[src/design/fdr_pkg.sv]
`default_nettype none

package fdr_pkg;

   // Square root: one radicand bit pair per step, two steps per stage.
   localparam int RAD_W       = 62;
   localparam int ROOT_W      = 31;
   localparam int SQRT_STAGES = (RAD_W / 2 + 1) / 2;

   // Ratio divider: Q1.31 quotient of a 32-bit difference by a 32-bit sum.
   localparam int QUO_W      = 32;
   localparam int DIV_STAGES = QUO_W / 2;

   typedef logic [RAD_W-1:0]  fdr_rad_type;
   typedef logic [ROOT_W-1:0] fdr_root_type;
   typedef logic [QUO_W-1:0]  fdr_quo_type;

endpackage

`default_nettype wire

[src/design/fdr_divider.sv]
`default_nettype none

module fdr_divider (
   input  logic                clock,
   input  logic                advance,
   input  fdr_pkg::fdr_quo_type dividend,
   input  fdr_pkg::fdr_quo_type divisor,
   output fdr_pkg::fdr_quo_type quotient
);
   import fdr_pkg::*;

   typedef struct packed {
      logic [QUO_W-1:0] rem;
      logic [QUO_W-1:0] dvs;
      logic [QUO_W-1:0] quo;
   } div_state_type;

   // First step takes the integer bit without a shift.
   function automatic div_state_type div_step(input div_state_type st, input logic first);
      logic [QUO_W:0] trial;
      div_state_type  nx;
      trial  = first ? {1'b0, st.rem} : {st.rem, 1'b0};
      nx.dvs = st.dvs;
      if (trial >= {1'b0, st.dvs}) begin
         nx.rem = QUO_W'(trial - {1'b0, st.dvs});
         nx.quo = {st.quo[QUO_W-2:0], 1'b1};
      end else begin
         nx.rem = trial[QUO_W-1:0];
         nx.quo = {st.quo[QUO_W-2:0], 1'b0};
      end
      return nx;
   endfunction

   div_state_type stage_ff [DIV_STAGES];
   div_state_type stage_in [DIV_STAGES];

   always_comb begin
      div_state_type prev;
      for (int j = 0; j < DIV_STAGES; j++) begin
         if (j == 0) begin
            prev.rem = dividend;
            prev.dvs = divisor;
            prev.quo = '0;
         end else begin
            prev = stage_ff[j-1];
         end
         stage_in[j] = div_step(div_step(prev, j == 0), 1'b0);
      end
   end

   always_ff @(posedge clock) begin
      if (advance) begin
         for (int j = 0; j < DIV_STAGES; j++) begin
            stage_ff[j] <= stage_in[j];
         end
      end
   end

   assign quotient = stage_ff[DIV_STAGES-1].quo;

endmodule

`default_nettype wire

[config.mk]
export PLATFORM = sky130hd
export DESIGN_NAME = fdr_divider
export DESIGN_NICKNAME = d
export VERILOG_FILES = /design/src/design/fdr_pkg.sv /design/src/design/fdr_divider.sv
export SDC_FILE = /design/constraint.sdc
export NUM_CORES = 2
export LEC_CHECK = 0
export ABC_CLOCK_PERIOD_IN_PS = 11000
export BUFFER_PORTS_ARGS = -buffer_cell sky130_fd_sc_hd__buf_4
export CORE_AREA = 5 5 373 448
export CTS_CLUSTER_SIZE = 28
export DETAILED_ROUTE_END_ITERATION = 8
export DIE_AREA = 0 0 378 453
export PLACE_DENSITY_LB_ADDON = 0.2
export SETUP_SLACK_MARGIN = 0.02
export SLEW_MARGIN = 0
export SYNTH_ARGS = -nofsm -noshare
export SYNTH_HDL_FRONTEND = slang
export SYNTH_SLANG_ARGS = --single-unit
[constraint.sdc]
create_clock -name clock -period 11 [get_ports clock]
set_input_delay 3.3 -clock clock [delete_from_list [all_inputs] [get_ports clock]]
set_output_delay 3.3 -clock clock [all_outputs]
set_load 0.005 [all_outputs]
## Yosys cells after proc, flatten, opt, wreduce, memory -nomap -nowiden

Memory sizes are Yosys's and may differ from the RTL's.
Cells that the tools add are included.

- $add $sub $neg: 32
- Order comparisons: 32
- Mux-type cells: 66

Operators with widths:

| operator | number |
|---|---|
| $mux 32 | 32 |
| $sub 32x32->32 | 32 |
| $ge 33x32->1 | 31 |
| $mux 1 | 34 |
| $ge 32x32->1 | 1 |

- Flip-flop bits (word level): 0
- Memory bits (writable): 1,536
- Input bits: 66
- Output and inout port bits: 32
- Logic and storage cells: 131
- Memories: 1

Memory list:

| name | words | width | rd ports | clocked after memory_dff | wr ports | RTL line | text |
|---|---|---|---|---|---|---|---|
| stage_ff | 16 | 96 | 16 | 0 | 16 | fdr_divider.sv:34 | `div_state_type stage_ff [DIV_STAGES];` |

## Logic depth before layout (Yosys ltp)

An unclocked memory read counts as a cell.

- Depth after elaboration: 5
- Mapped depth: 30
- Mapped depth without buffers: 26

## Worst setup path after synthesis

Ideal clock, no wire load.

- Path kind: input to register
- Start: input dividend[0]
- End: memory stage_ff[0][65] (netlist bit), data pin
- Library setup time: 0.260 ns
- Arrival time: 8.712 ns
- Required time: 10.740 ns
- Slack: 2.028 ns
- Stages: 28
- Buffers on the path: 4
- Cells stage by stage: inv_1 -> ha_1 -> inv_1 -> fa_1 -> a211oi_1 -> o21ai_0 -> nand4_1 -> a21boi_0 -> o21ai_0 -> a211oi_1 -> o21ai_1 -> inv_2 -> buf_1 -> buf_1 -> a21oi_1 -> ha_1 -> clkbuf_1 -> a21o_1 -> a21o_1 -> a21o_1 -> a211oi_1 -> o21ai_0 -> a31o_2 -> o31ai_1 -> nand2b_1 -> o2111a_1 -> buf_4 -> mux2_2

RTL lines:

| what | RTL line | text |
|---|---|---|
| start, declared | fdr_divider.sv:6 | `input fdr_pkg::fdr_quo_type dividend,` |
| end, declared | fdr_divider.sv:34 |  |

==> results.cfg <==
[clock_tree]
cts_made_buffers = 137
tritoncts = built
post_cts_resized = 0
clockRootBuffer = clkbuf_16
h-tree-depth = 4
clock_path_buffers = 3
clock-sinks = 1232
cts_hold_buf = 0
postCtsSetupBuffers = 0
clk_pin_slew_ps = 60
insertion_delay_ps = 820

[placed_design]
place.gp.congestion = 0.954
dpl.hpwl_um = 217000
port-buffer-count = 97
postPlaceCellArea_mm2 = 0.101

[setup_path]
reg2reg_from = stage_ff[1][236]
max_stage_delay_ps = 420
worstPathArrival_ps = 9820
rr_endpoint = stage_ff[1][357]
cp_max_fo = 34
worstSetupEndpointType = flop
crit_path_top_delay_cell = a2111oi_0
r2r_cells = 23
crit_family = compound AO/OA/AOI/OAI gates
path_class = in -> reg
required_ps = 11530
worstSetupStartpointType = input pin
path_buf_inv = 7
r2r_slack_ps = 2890

[timing]
finalCritPeriodShare_pct = 84.5
rsz0062_at_grt = no
slew_viol_final = 0
fin_skew_ps = 39.5
hold_violations = 0
post-route-min-period_ps = 9290
finalSetupViolations = 0
worst_slew_pin_slew_ps = 1160
fin_tns_setup_ps = 0
relSlewSlack_pct = 22.1
max_freq_mhz = 108

[floorplan]
dieArea_mm2 = 0.171
core_mm2 = 0.162
die_y_um = 453
dieWidth_um = 378
initial_core_util_pct = 60.7
num_rows = 162
ios = 98

[logic_synthesis]
synth_top_area_share_pct = 37.6
synth-main-ff-cell = edfxtp_1
yosys_warnings = 0
seq_area_frac_synth_pct = 37.6
async_flop_share_pct = 0
synthCells = 9961
synth_nets = 11100
synth_top_cell_by_area = edfxtp_1
synth_edf_count = 1232
ys_top_cells_by_area = edfxtp_1 38%, ha_1 13%, mux2_2 5.7%
avgSynthCellArea_um2 = 9.87
synth_seq_cells = 1232
netlist_area_mm2 = 0.0983
ys_types = 114

[drt]
vias = 77000
drtPass1Iterations = 9
detail_route.vias_per_cell = 6.28
routed_wl_um = 272000
wire_per_inst_um = 22.2
initialDrtViolationCount = 5351
ant_nets = 0
drc = 0

[cells_and_area]
multi_input_area_mm2 = 0.0574
area_growth_pct = 7.60
seqCellArea_mm2 = 0.0370
largest-register = stage_ff
fin_area_mm2 = 0.106
drive_gt1_share_pct = 10.2
reg.largest.list = stage_ff (1232)
largest_reg_flops = 1232
final_net_count = 11100
fillers = 13000

[global_routing]
grt_max_degree = 190
grt_pass1_wl_um = 419000
antenna_found_initial = 11
grt.total_usage_pct = 31.0
grt_overflow = 0
grt_pass1_vias = 76000

[outcome]
status = complete, no violations

[worst_hold_path]
hold_path.class = reg -> reg
hold_end = stage_ff[1][677]
whs_path_depth = 0
hp-start = stage_ff[1][579]

[job]
timing.max_cap.violations = 0
## layout make-up
| cell class | instances | area share [%] |
|---|---|---|
| multi-input combinational | 7732 | 54.3 |
| sequential | 1232 | 35.0 |
| clock buffer | 160 | 3.36 |
| inverter | 778 | 2.76 |
| tap | 2132 | 2.52 |
| timing repair buffer | 149 | 1.13 |
| clock inverter | 85 | 0.985 |
| antenna | 2 | 0.00473 |
## cells by family after synthesis
family	after synthesis	share of synthesized area, %
compound gates	2970	19.4
xor+xnor	838	7.46
fa+ha+maj	1026	13.2
buf+inv	997	4.12
flops	1232	37.6
mux	597	6.95
simple gates	2301	11.3
## layer usage
layer	track usage, %	vias up	routed length [um]
met4	16.3	10	16300
met5	0	-	63
met3	4.06	670	13000
met2	54.8	2166	134000
met1	36.9	37000	108000
li1	-	37100	-
## worst max-delay path by stage
stage / startpoint / to / slack [ps] / cells past startpoint
after global routing: dividend[0] / stage_ff[0][95] / 1300 / 28
after floorplan: dividend[0] / stage_ff[0][65] / 2030 / 28
final: dividend[0] / stage_ff[0][95] / 1710 / 28
after global placement: dividend[0] / stage_ff[0][92] / 830 / 28
after CTS: dividend[0] / stage_ff[0][95] / 1800 / 28
after detailed placement: dividend[0] / stage_ff[0][95] / 1000 / 28
## synth_stat cells (100+ instances only)
| library cell | instances |
|---|---|
| nor2b_1 | 118 |
| nor2_1 | 631 |
| nor3_1 | 156 |
| o21a_1 | 127 |
| o21ai_0 | 555 |
| edfxtp_1 | 1232 |
| xnor2_1 | 581 |
| inv_1 | 769 |
| ha_1 | 1009 |
| nand2b_1 | 114 |
| o21bai_1 | 136 |
| a21o_1 | 511 |
| clkbuf_1 | 100 |
| nand3_1 | 180 |
| nand2_1 | 618 |
| nand4_1 | 122 |
| xor2_1 | 257 |
| a21oi_1 | 952 |
| mux2_2 | 500 |
## stage by stage
stage	hold slack (ps)	worst slack [ps]	cells	util, %
finish	414	1710	12300	65.3
global route	422	1300	12300	65.3
CTS	414	1800	12300	65.3
detailed placement	405	995	12000	62.5
global placement	400	834	12000	62.5
floorplan	400	2030	9961	-
## cells in the final DEF, fill, tap and decap left out, types with 26 or more instances in the layout
cell,n
and2_1,55
or3_1,39
ha_1,1009
xor2_1,257
and4_1,31
a211oi_1,76
nor2_1,631
or2_2,30
nand3_1,180
o31ai_1,46
nor2b_1,117
a21boi_0,29
edfxtp_1,1232
o21ai_1,28
a21oi_1,952
mux2_2,500
nand2_1,617
o211ai_1,64
nand2b_1,114
nand4_1,122
mux2_4,41
a31oi_1,86
inv_1,769
and3_1,96
nor4_1,42
a21o_1,511
o21ai_0,554
nor3_1,156
o21bai_1,136
a41oi_1,26
xnor2_1,581
mux2i_1,31
o21a_1,127
buf_4,143
clkbuf_16,139
Power is left out: the tool's default activity adds up to more than one toggle a clock period on the data nets, which glitch-free logic cannot reach.
