## src/design/fdr_pkg.sv

```systemverilog
`default_nettype none

package fdr_pkg;

   // Square root: one radicand bit pair per step, two steps per stage.
   localparam int RAD_W       = 62;
   localparam int ROOT_W      = 31;
   localparam int SQRT_STAGES = (RAD_W / 2 + 1) / 2;

   // Ratio divider: Q1.31 quotient of a 32-bit difference by a 32-bit sum.
   localparam int QUO_W      = 32;
   localparam int DIV_STAGES = QUO_W / 2;

   typedef logic [RAD_W-1:0]  fdr_rad_type;
   typedef logic [ROOT_W-1:0] fdr_root_type;
   typedef logic [QUO_W-1:0]  fdr_quo_type;

endpackage

`default_nettype wire

```

## src/design/fdr_sqrt.sv

```systemverilog
`default_nettype none

module fdr_sqrt (
   input  logic                 clock,
   input  logic                 advance,
   input  fdr_pkg::fdr_rad_type  radicand,
   output fdr_pkg::fdr_root_type root
);
   import fdr_pkg::*;

   typedef struct packed {
      logic [RAD_W-1:0] rem;
      logic [RAD_W:0]   res;
   } sqrt_state_type;

   localparam logic [RAD_W+1:0] TRIAL_ONE = 1;
   localparam logic [RAD_W:0]   RES_ONE   = 1;

   function automatic sqrt_state_type sqrt_step(input sqrt_state_type st, input int k);
      logic [RAD_W+1:0] trial;
      sqrt_state_type   nx;
      trial = {1'b0, st.res} + (TRIAL_ONE << (2 * k));
      if ({2'b00, st.rem} >= trial) begin
         nx.rem = RAD_W'({2'b00, st.rem} - trial);
         nx.res = (st.res >> 1) + (RES_ONE << (2 * k));
      end else begin
         nx.rem = st.rem;
         nx.res = st.res >> 1;
      end
      return nx;
   endfunction

   sqrt_state_type stage_ff [SQRT_STAGES];
   sqrt_state_type stage_in [SQRT_STAGES];

   always_comb begin
      sqrt_state_type prev;
      for (int j = 0; j < SQRT_STAGES; j++) begin
         if (j == 0) begin
            prev.rem = radicand;
            prev.res = '0;
         end else begin
            prev = stage_ff[j-1];
         end
         stage_in[j] = sqrt_step(sqrt_step(prev, 2 * SQRT_STAGES - 1 - 2 * j),
                                 2 * SQRT_STAGES - 2 - 2 * j);
      end
   end

   always_ff @(posedge clock) begin
      if (advance) begin
         for (int j = 0; j < SQRT_STAGES; j++) begin
            stage_ff[j] <= stage_in[j];
         end
      end
   end

   assign root = stage_ff[SQRT_STAGES-1].res[ROOT_W-1:0];

endmodule

`default_nettype wire

```

## config.mk

```make
export PLATFORM = sky130hd
export DESIGN_NAME = fdr_sqrt
export DESIGN_NICKNAME = d
export VERILOG_FILES = /design/src/design/fdr_pkg.sv /design/src/design/fdr_sqrt.sv
export SDC_FILE = /design/constraint.sdc
export NUM_CORES = 2
export LEC_CHECK = 0
export BUFFER_PORTS_ARGS = -buffer_cell sky130_fd_sc_hd__buf_2
export CAP_MARGIN = 30
export CORE_UTILIZATION = 59
export DETAILED_ROUTE_END_ITERATION = 6
export GPL_TIMING_DRIVEN = 0
export PLACE_DENSITY = 0.84
export REMOVE_ABC_BUFFERS = 1
export SYNTH_ARGS = -nofsm -noshare
export SYNTH_HDL_FRONTEND = slang
export SYNTH_SLANG_ARGS = --single-unit
```

## constraint.sdc

```tcl
create_clock -name clock -period 6.2 [get_ports clock]
set_clock_uncertainty 0.2 [all_clocks]
set_input_delay 0.93 -clock clock [delete_from_list [all_inputs] [get_ports clock]]
set_output_delay 0.93 -clock clock [all_outputs]
set_load 0.02 [all_outputs]
```

# Word-level counts from Yosys, hierarchy flattened
# Memory sizes are Yosys's and may differ from the RTL's.
# Index checks and enable logic that the tools add are counted.
# op_classes
muxes	34
addsub	94
order_cmp	32
# op_table
operator	n
125-bit 2-to-1 mux	32
62-bit by 64-bit >= comparator with 1-bit output	31
62-bit subtractor	31
63-bit by 1-bit adder with 64-bit output, second input constant	1
63-bit by 11-bit adder with 64-bit output, second input constant	1
63-bit by 13-bit adder with 64-bit output, second input constant	1
63-bit by 15-bit adder with 64-bit output, second input constant	1
63-bit by 17-bit adder with 64-bit output, second input constant	1
63-bit by 19-bit adder with 64-bit output, second input constant	1
63-bit by 21-bit adder with 64-bit output, second input constant	1
63-bit by 23-bit adder with 64-bit output, second input constant	1
63-bit by 25-bit adder with 64-bit output, second input constant	1
63-bit by 27-bit adder with 64-bit output, second input constant	1
63-bit by 29-bit adder with 64-bit output, second input constant	1
63-bit by 3-bit adder with 64-bit output, second input constant	1
63-bit by 31-bit adder with 64-bit output, second input constant	1
63-bit by 33-bit adder with 64-bit output, second input constant	1
63-bit by 35-bit adder with 64-bit output, second input constant	1
63-bit by 37-bit adder with 64-bit output, second input constant	1
63-bit by 39-bit adder with 64-bit output, second input constant	1
63-bit by 41-bit adder with 64-bit output, second input constant	1
63-bit by 43-bit adder with 64-bit output, second input constant	1
63-bit by 45-bit adder with 64-bit output, second input constant	1
63-bit by 47-bit adder with 64-bit output, second input constant	1
other kinds (44)	45
# word_totals
reg_bits	0
mem_bits_rw	2000
memories	1
wordCells	161
out_inout_bits	31
# mem_list
name	depth	word_bits	read_ports	rd_clocked_by_memory_dff	wr	line	text
stage_ff	16	125	16	0	16	fdr_sqrt.sv:33	sqrt_state_type stage_ff [SQRT_STAGES];

# Depth between registers and ports, before layout
# logic_depth
depth_word	6
depth_mapped	31
ltp_nobuf	26

# Worst setup path after synthesis
# OpenSTA, ideal clock, no wires.
# synth_path
path_type	flip-flop to flip-flop
from	memory stage_ff[1][338] in the netlist's numbering
to	memory stage_ff[1][474] in the netlist's numbering, data pin
n_path_buf	4
t_arrival_ps	5925
path_slack_ps	-187
stages_incl_launch_ff	27
required_time_ps	5738
setup_ps	262
path_cell_list	edfxtp_1 ha_1 nand4_1 or4_1 o41a_1 and3_1 clkbuf_1 nand2_1 inv_2 buf_1 nand2_1 o21ai_0 ha_1 a21oi_1 o21bai_1 a21o_1 a21o_1 a21o_1 a21o_1 a221oi_1 o21ai_0 o41ai_1 and2_1 buf_4 inv_2 buf_6 mux2_1
# synth_lines
element	line
start: declaration	fdr_sqrt.sv:33

==> impl_metrics.csv <==
group,metric,value,unit
outcome,status,"complete, but fails checks",
outcome,violations,"design-rule violations, negative setup slack",
clocking,cts-buffers-inserted,120,
power_and_ir_drop,internal_power,22500,µW
logic_synthesis,synth_common_cells,"edfxtp_1, nand2_1, nor2_1",
placement,dp_hpwl,159,mm
logic_synthesis,muxShareOfSynthArea,1.50,%
worst_setup_path,cp-start-kind,"flip-flop",
clocking,clockRootBuffer,"clkbuf_16",
worst_setup_path,cp.required,6.50,ns
worst_setup_path,worst_ep_arrival_time,6.50,ns
min_path,holdPathStages,1,
route,wire_per_inst,22.4,µm
die,die_area,137000,µm²
finish,fin_nets,8865,
route,final_antenna_net_count,0,
worst_setup_path,worstReg2RegEnd,"stage_ff[1][875]",
power_and_ir_drop,swShare,40.1,%
die,fp.dieW,370,µm
finish,n_fill_cell,9497,
route,vias,66700,
finish,stdcell_count,10100,
min_path,holdCritStartpoint,"radicand[53]",
min_path,whs_endpoint,"stage_ff[0][116]",
min_path,hp-class,"in2reg",
route,drt_pass1_iterations,7,
logic_synthesis,synth-compound-area-share,15.6,%
route,avgViaCountPerCell,6.59,
placement,pre_cts_ws,-2.17,ns
sta,finalSetupViolCount,1,
clocking,hold_buffers,0,
worst_setup_path,reg2reg_slack,-0.0004,ns
power_and_ir_drop,irDropWorstVdd,0.000330,V
worst_setup_path,reg2regPathDepth,23,
logic_synthesis,seq_area_frac_synth,44.6,%
sta,holdWs,0.108,ns
finish,area_delta_synth_final,12.8,%
finish,drive_above_1_share,12.2,%
logic_synthesis,synth-xor-area-share,8.37,%
job,max_cap_viol_count,0,
die,coreArea,134000,µm²
worst_setup_path,critPathKind,"reg2reg",
logic_synthesis,yosys.area_share.simple,17.9,%
sta,rsz0062_at_grt,"true",
grt,grt_max_degree,181,
logic_synthesis,yosysTopAreaCell,"edfxtp_1",
sta,hold_viol,0,
route,wirelength,226,mm
placement,place.gp.congestion,0.971,
placement,dpl_cell_area,82000,µm²
power_and_ir_drop,leakagePower,0.0343,µW
sta,fin_setup_tns,-0.000421,ns
route,drcViolationCount,20,
logic_synthesis,synth_cell_types,99,
sta,final.setup.worst_slack,-0.000421,ns
clocking,cts_htree_levels,3,
clocking,numClockSinks,1186,
power_and_ir_drop,clkPwrFrac,20.5,%
grt,grt_pass1_vias,62300,
grt,antenna_found_initial,3,
sta,slew_headroom,26.9,%
placement,io_buffers,94,
logic_synthesis,synthArstFlopShare,0,%
sta,max_freq,161,MHz
logic_synthesis,yosys.area.top_type_share,44.6,%
finish,regMostFlops,"stage_ff",
logic_synthesis,avgSynthCellArea,9.89,µm²
sta,tightestPinTransition,1.08,ns
sta,fin_crit,6.20,ns
grt,grt_pass1_wl,338,mm
finish,multi_input_area,43900,µm²
logic_synthesis,ys_warn_count,0,
power_and_ir_drop,p_switching,15100,µW
grt,grt_usage,30.9,%
sta,drv_slew,0,
power_and_ir_drop,pwr_density_cell,416,nW/µm²
die,die_y,370,µm
die,start_util,59.7,%
clocking,cts_tree,"done",
finish,reg_top3,"stage_ff x1186",
placement,dpl.cell_count,9730,
logic_synthesis,synth_edf_count,1186,
finish,fin_area,90200,µm²
clocking,clock_latency,0.81,ns
sta,fin_crit_sh,100,%
power_and_ir_drop,p_comb_share,47.1,%
logic_synthesis,synth_fa_ha_area_share,8.44,%
finish,largest_register_ffs,1186,
logic_synthesis,synthFlopType,"edfxtp_1",
die,io-pin-count,95,
route,drt_iter0_drc,7381,
clocking,clkTransAtPathRegs,0.07,ns
die,rows,134,
logic_synthesis,synth_area,79900,µm²
logic_synthesis,synth_area_leaders,"edfxtp_1, ha_1, xnor2_1",
power_and_ir_drop,seqPwrFrac,32.4,%
logic_synthesis,postSynthCellCount,8084,
finish,register_area,35600,µm²
worst_setup_path,rr_startpoint,"stage_ff[1][754]",
clocking,clock_path_buffers,3,
worst_setup_path,path_max_fanout,4,
logic_synthesis,synth_top_family_by_area,"simple AND/OR/NAND/NOR gates",
logic_synthesis,ys_ff_latch,1186,
logic_synthesis,yosysMostFrequentCell,"edfxtp_1",
worst_setup_path,cp-end-kind,"flip-flop",
grt,overflow,0,
-- critical path, cell delays in order (launching register included) --
cell	delay, ns
edfxtp_1	0.44
inv_1	0.16
ha_1	0.34
o21a_1	0.18
o21a_1	0.20
o21ai_1	0.25
a21oi_1	0.21
o2111ai_2	0.37
nand2_1	0.17
a21o_1	0.21
a21o_1	0.21
a31oi_1	0.27
o21ai_0	0.17
xnor2_1	0.16
o21ai_0	0.18
ha_1	0.31
a2111oi_1	0.48
o2111ai_2	0.26
a41oi_2	0.27
o21ai_0	0.12
nor2_1	0.17
nand4_1	0.14
nor4b_2	0.29
nand4_1	0.12
-- cell type report --
class                           instances  area share [%]
Clock inverter                         88            1.25
Inverter                              481            2.13
Antenna cell                            1         0.00278
Multi-Input combinational cell       6183            48.7
Timing Repair inverter                  4          0.0444
Clock buffer                          136            3.40
Sequential cell                      1186            39.5
Tap cell                             1768            2.45
Timing Repair Buffer                  286            2.53
-- timing repair --
action / 4_1_cts / 5_1_grt
pin swaps: 44 / 80
gates cloned: 9 / 7
setup endpoints to repair: 420 / 414
resized for setup: 218 / 320
setup buffers: 65 / 97
-- power by group through the flow --
stage,logic [µW],registers (µW),clock network (µW)
CTS,16500,12000,7760
global route,19300,12300,8050
floorplan,12500,11700,0
finish,17700,12200,7710
global placement,15500,12400,0
detailed placement,16000,12200,0
-- cells by family after synthesis --
| group | count (synthesis) |
|---|---|
| adders and majority gates | 539 |
| xor gates and xnor gates | 764 |
| AOI/OAI and AO/OA | 1954 |
| muxes | 109 |
| and+or+nand+nor | 2809 |
| DFF | 1186 |
| buffers and inverters | 723 |
-- metrics by stage --
stage          util [%]  power, µW
2_1_floorplan         -      24200
3_3_place_gp       60.8      28000
3_5_place_dp       61.2      28100
4_1_cts            65.5      36300
5_1_grt            67.3      39600
6_report           67.3      37500
-- routing by layer --
layer	up-vias	global-route usage (%)	wire (µm)
met3	753	4.31	17800
met1	31800	38.8	87100
met5	-	0	20
met4	2	13.1	11100
met2	3630	53.3	111000
li1	30500	-	-
-- placed cells by master (no fill, tap or decap), types with 52 or more instances in the layout --
master,instances
edfxtp_1,1186
nand2_1,675
nor2_1,638
a21oi_1,617
xnor2_1,494
inv_1,455
ha_1,451
o21ai_0,348
xor2_1,268
a21o_1,219
nor4_1,196
nor3_1,192
nand3_1,173
nand4_1,163
buf_4,160
clkbuf_16,124
buf_2,97
or3_1,95
nor2b_1,81
nand2b_1,78
o21a_1,76
and3_1,70
mux2_2,70
o21bai_1,69
or2_2,58
and2_1,54
o31ai_1,54
a211oi_1,53
ha_4,53
a31oi_1,52
o211ai_1,52
-- worst max path at each step --
stage	start	endpoint	cells after the start
global placement	advance	stage_ff[1][899]	1
global route	stage_ff[1][754]	stage_ff[1][875]	23
finish	stage_ff[1][754]	stage_ff[1][875]	23
detailed placement	stage_ff[1][656]	stage_ff[1][851]	24
CTS	stage_ff[1][412]	stage_ff[1][596]	23
floorplan	stage_ff[1][659]	stage_ff[1][827]	22
Power figures use the tool's default switching activity.
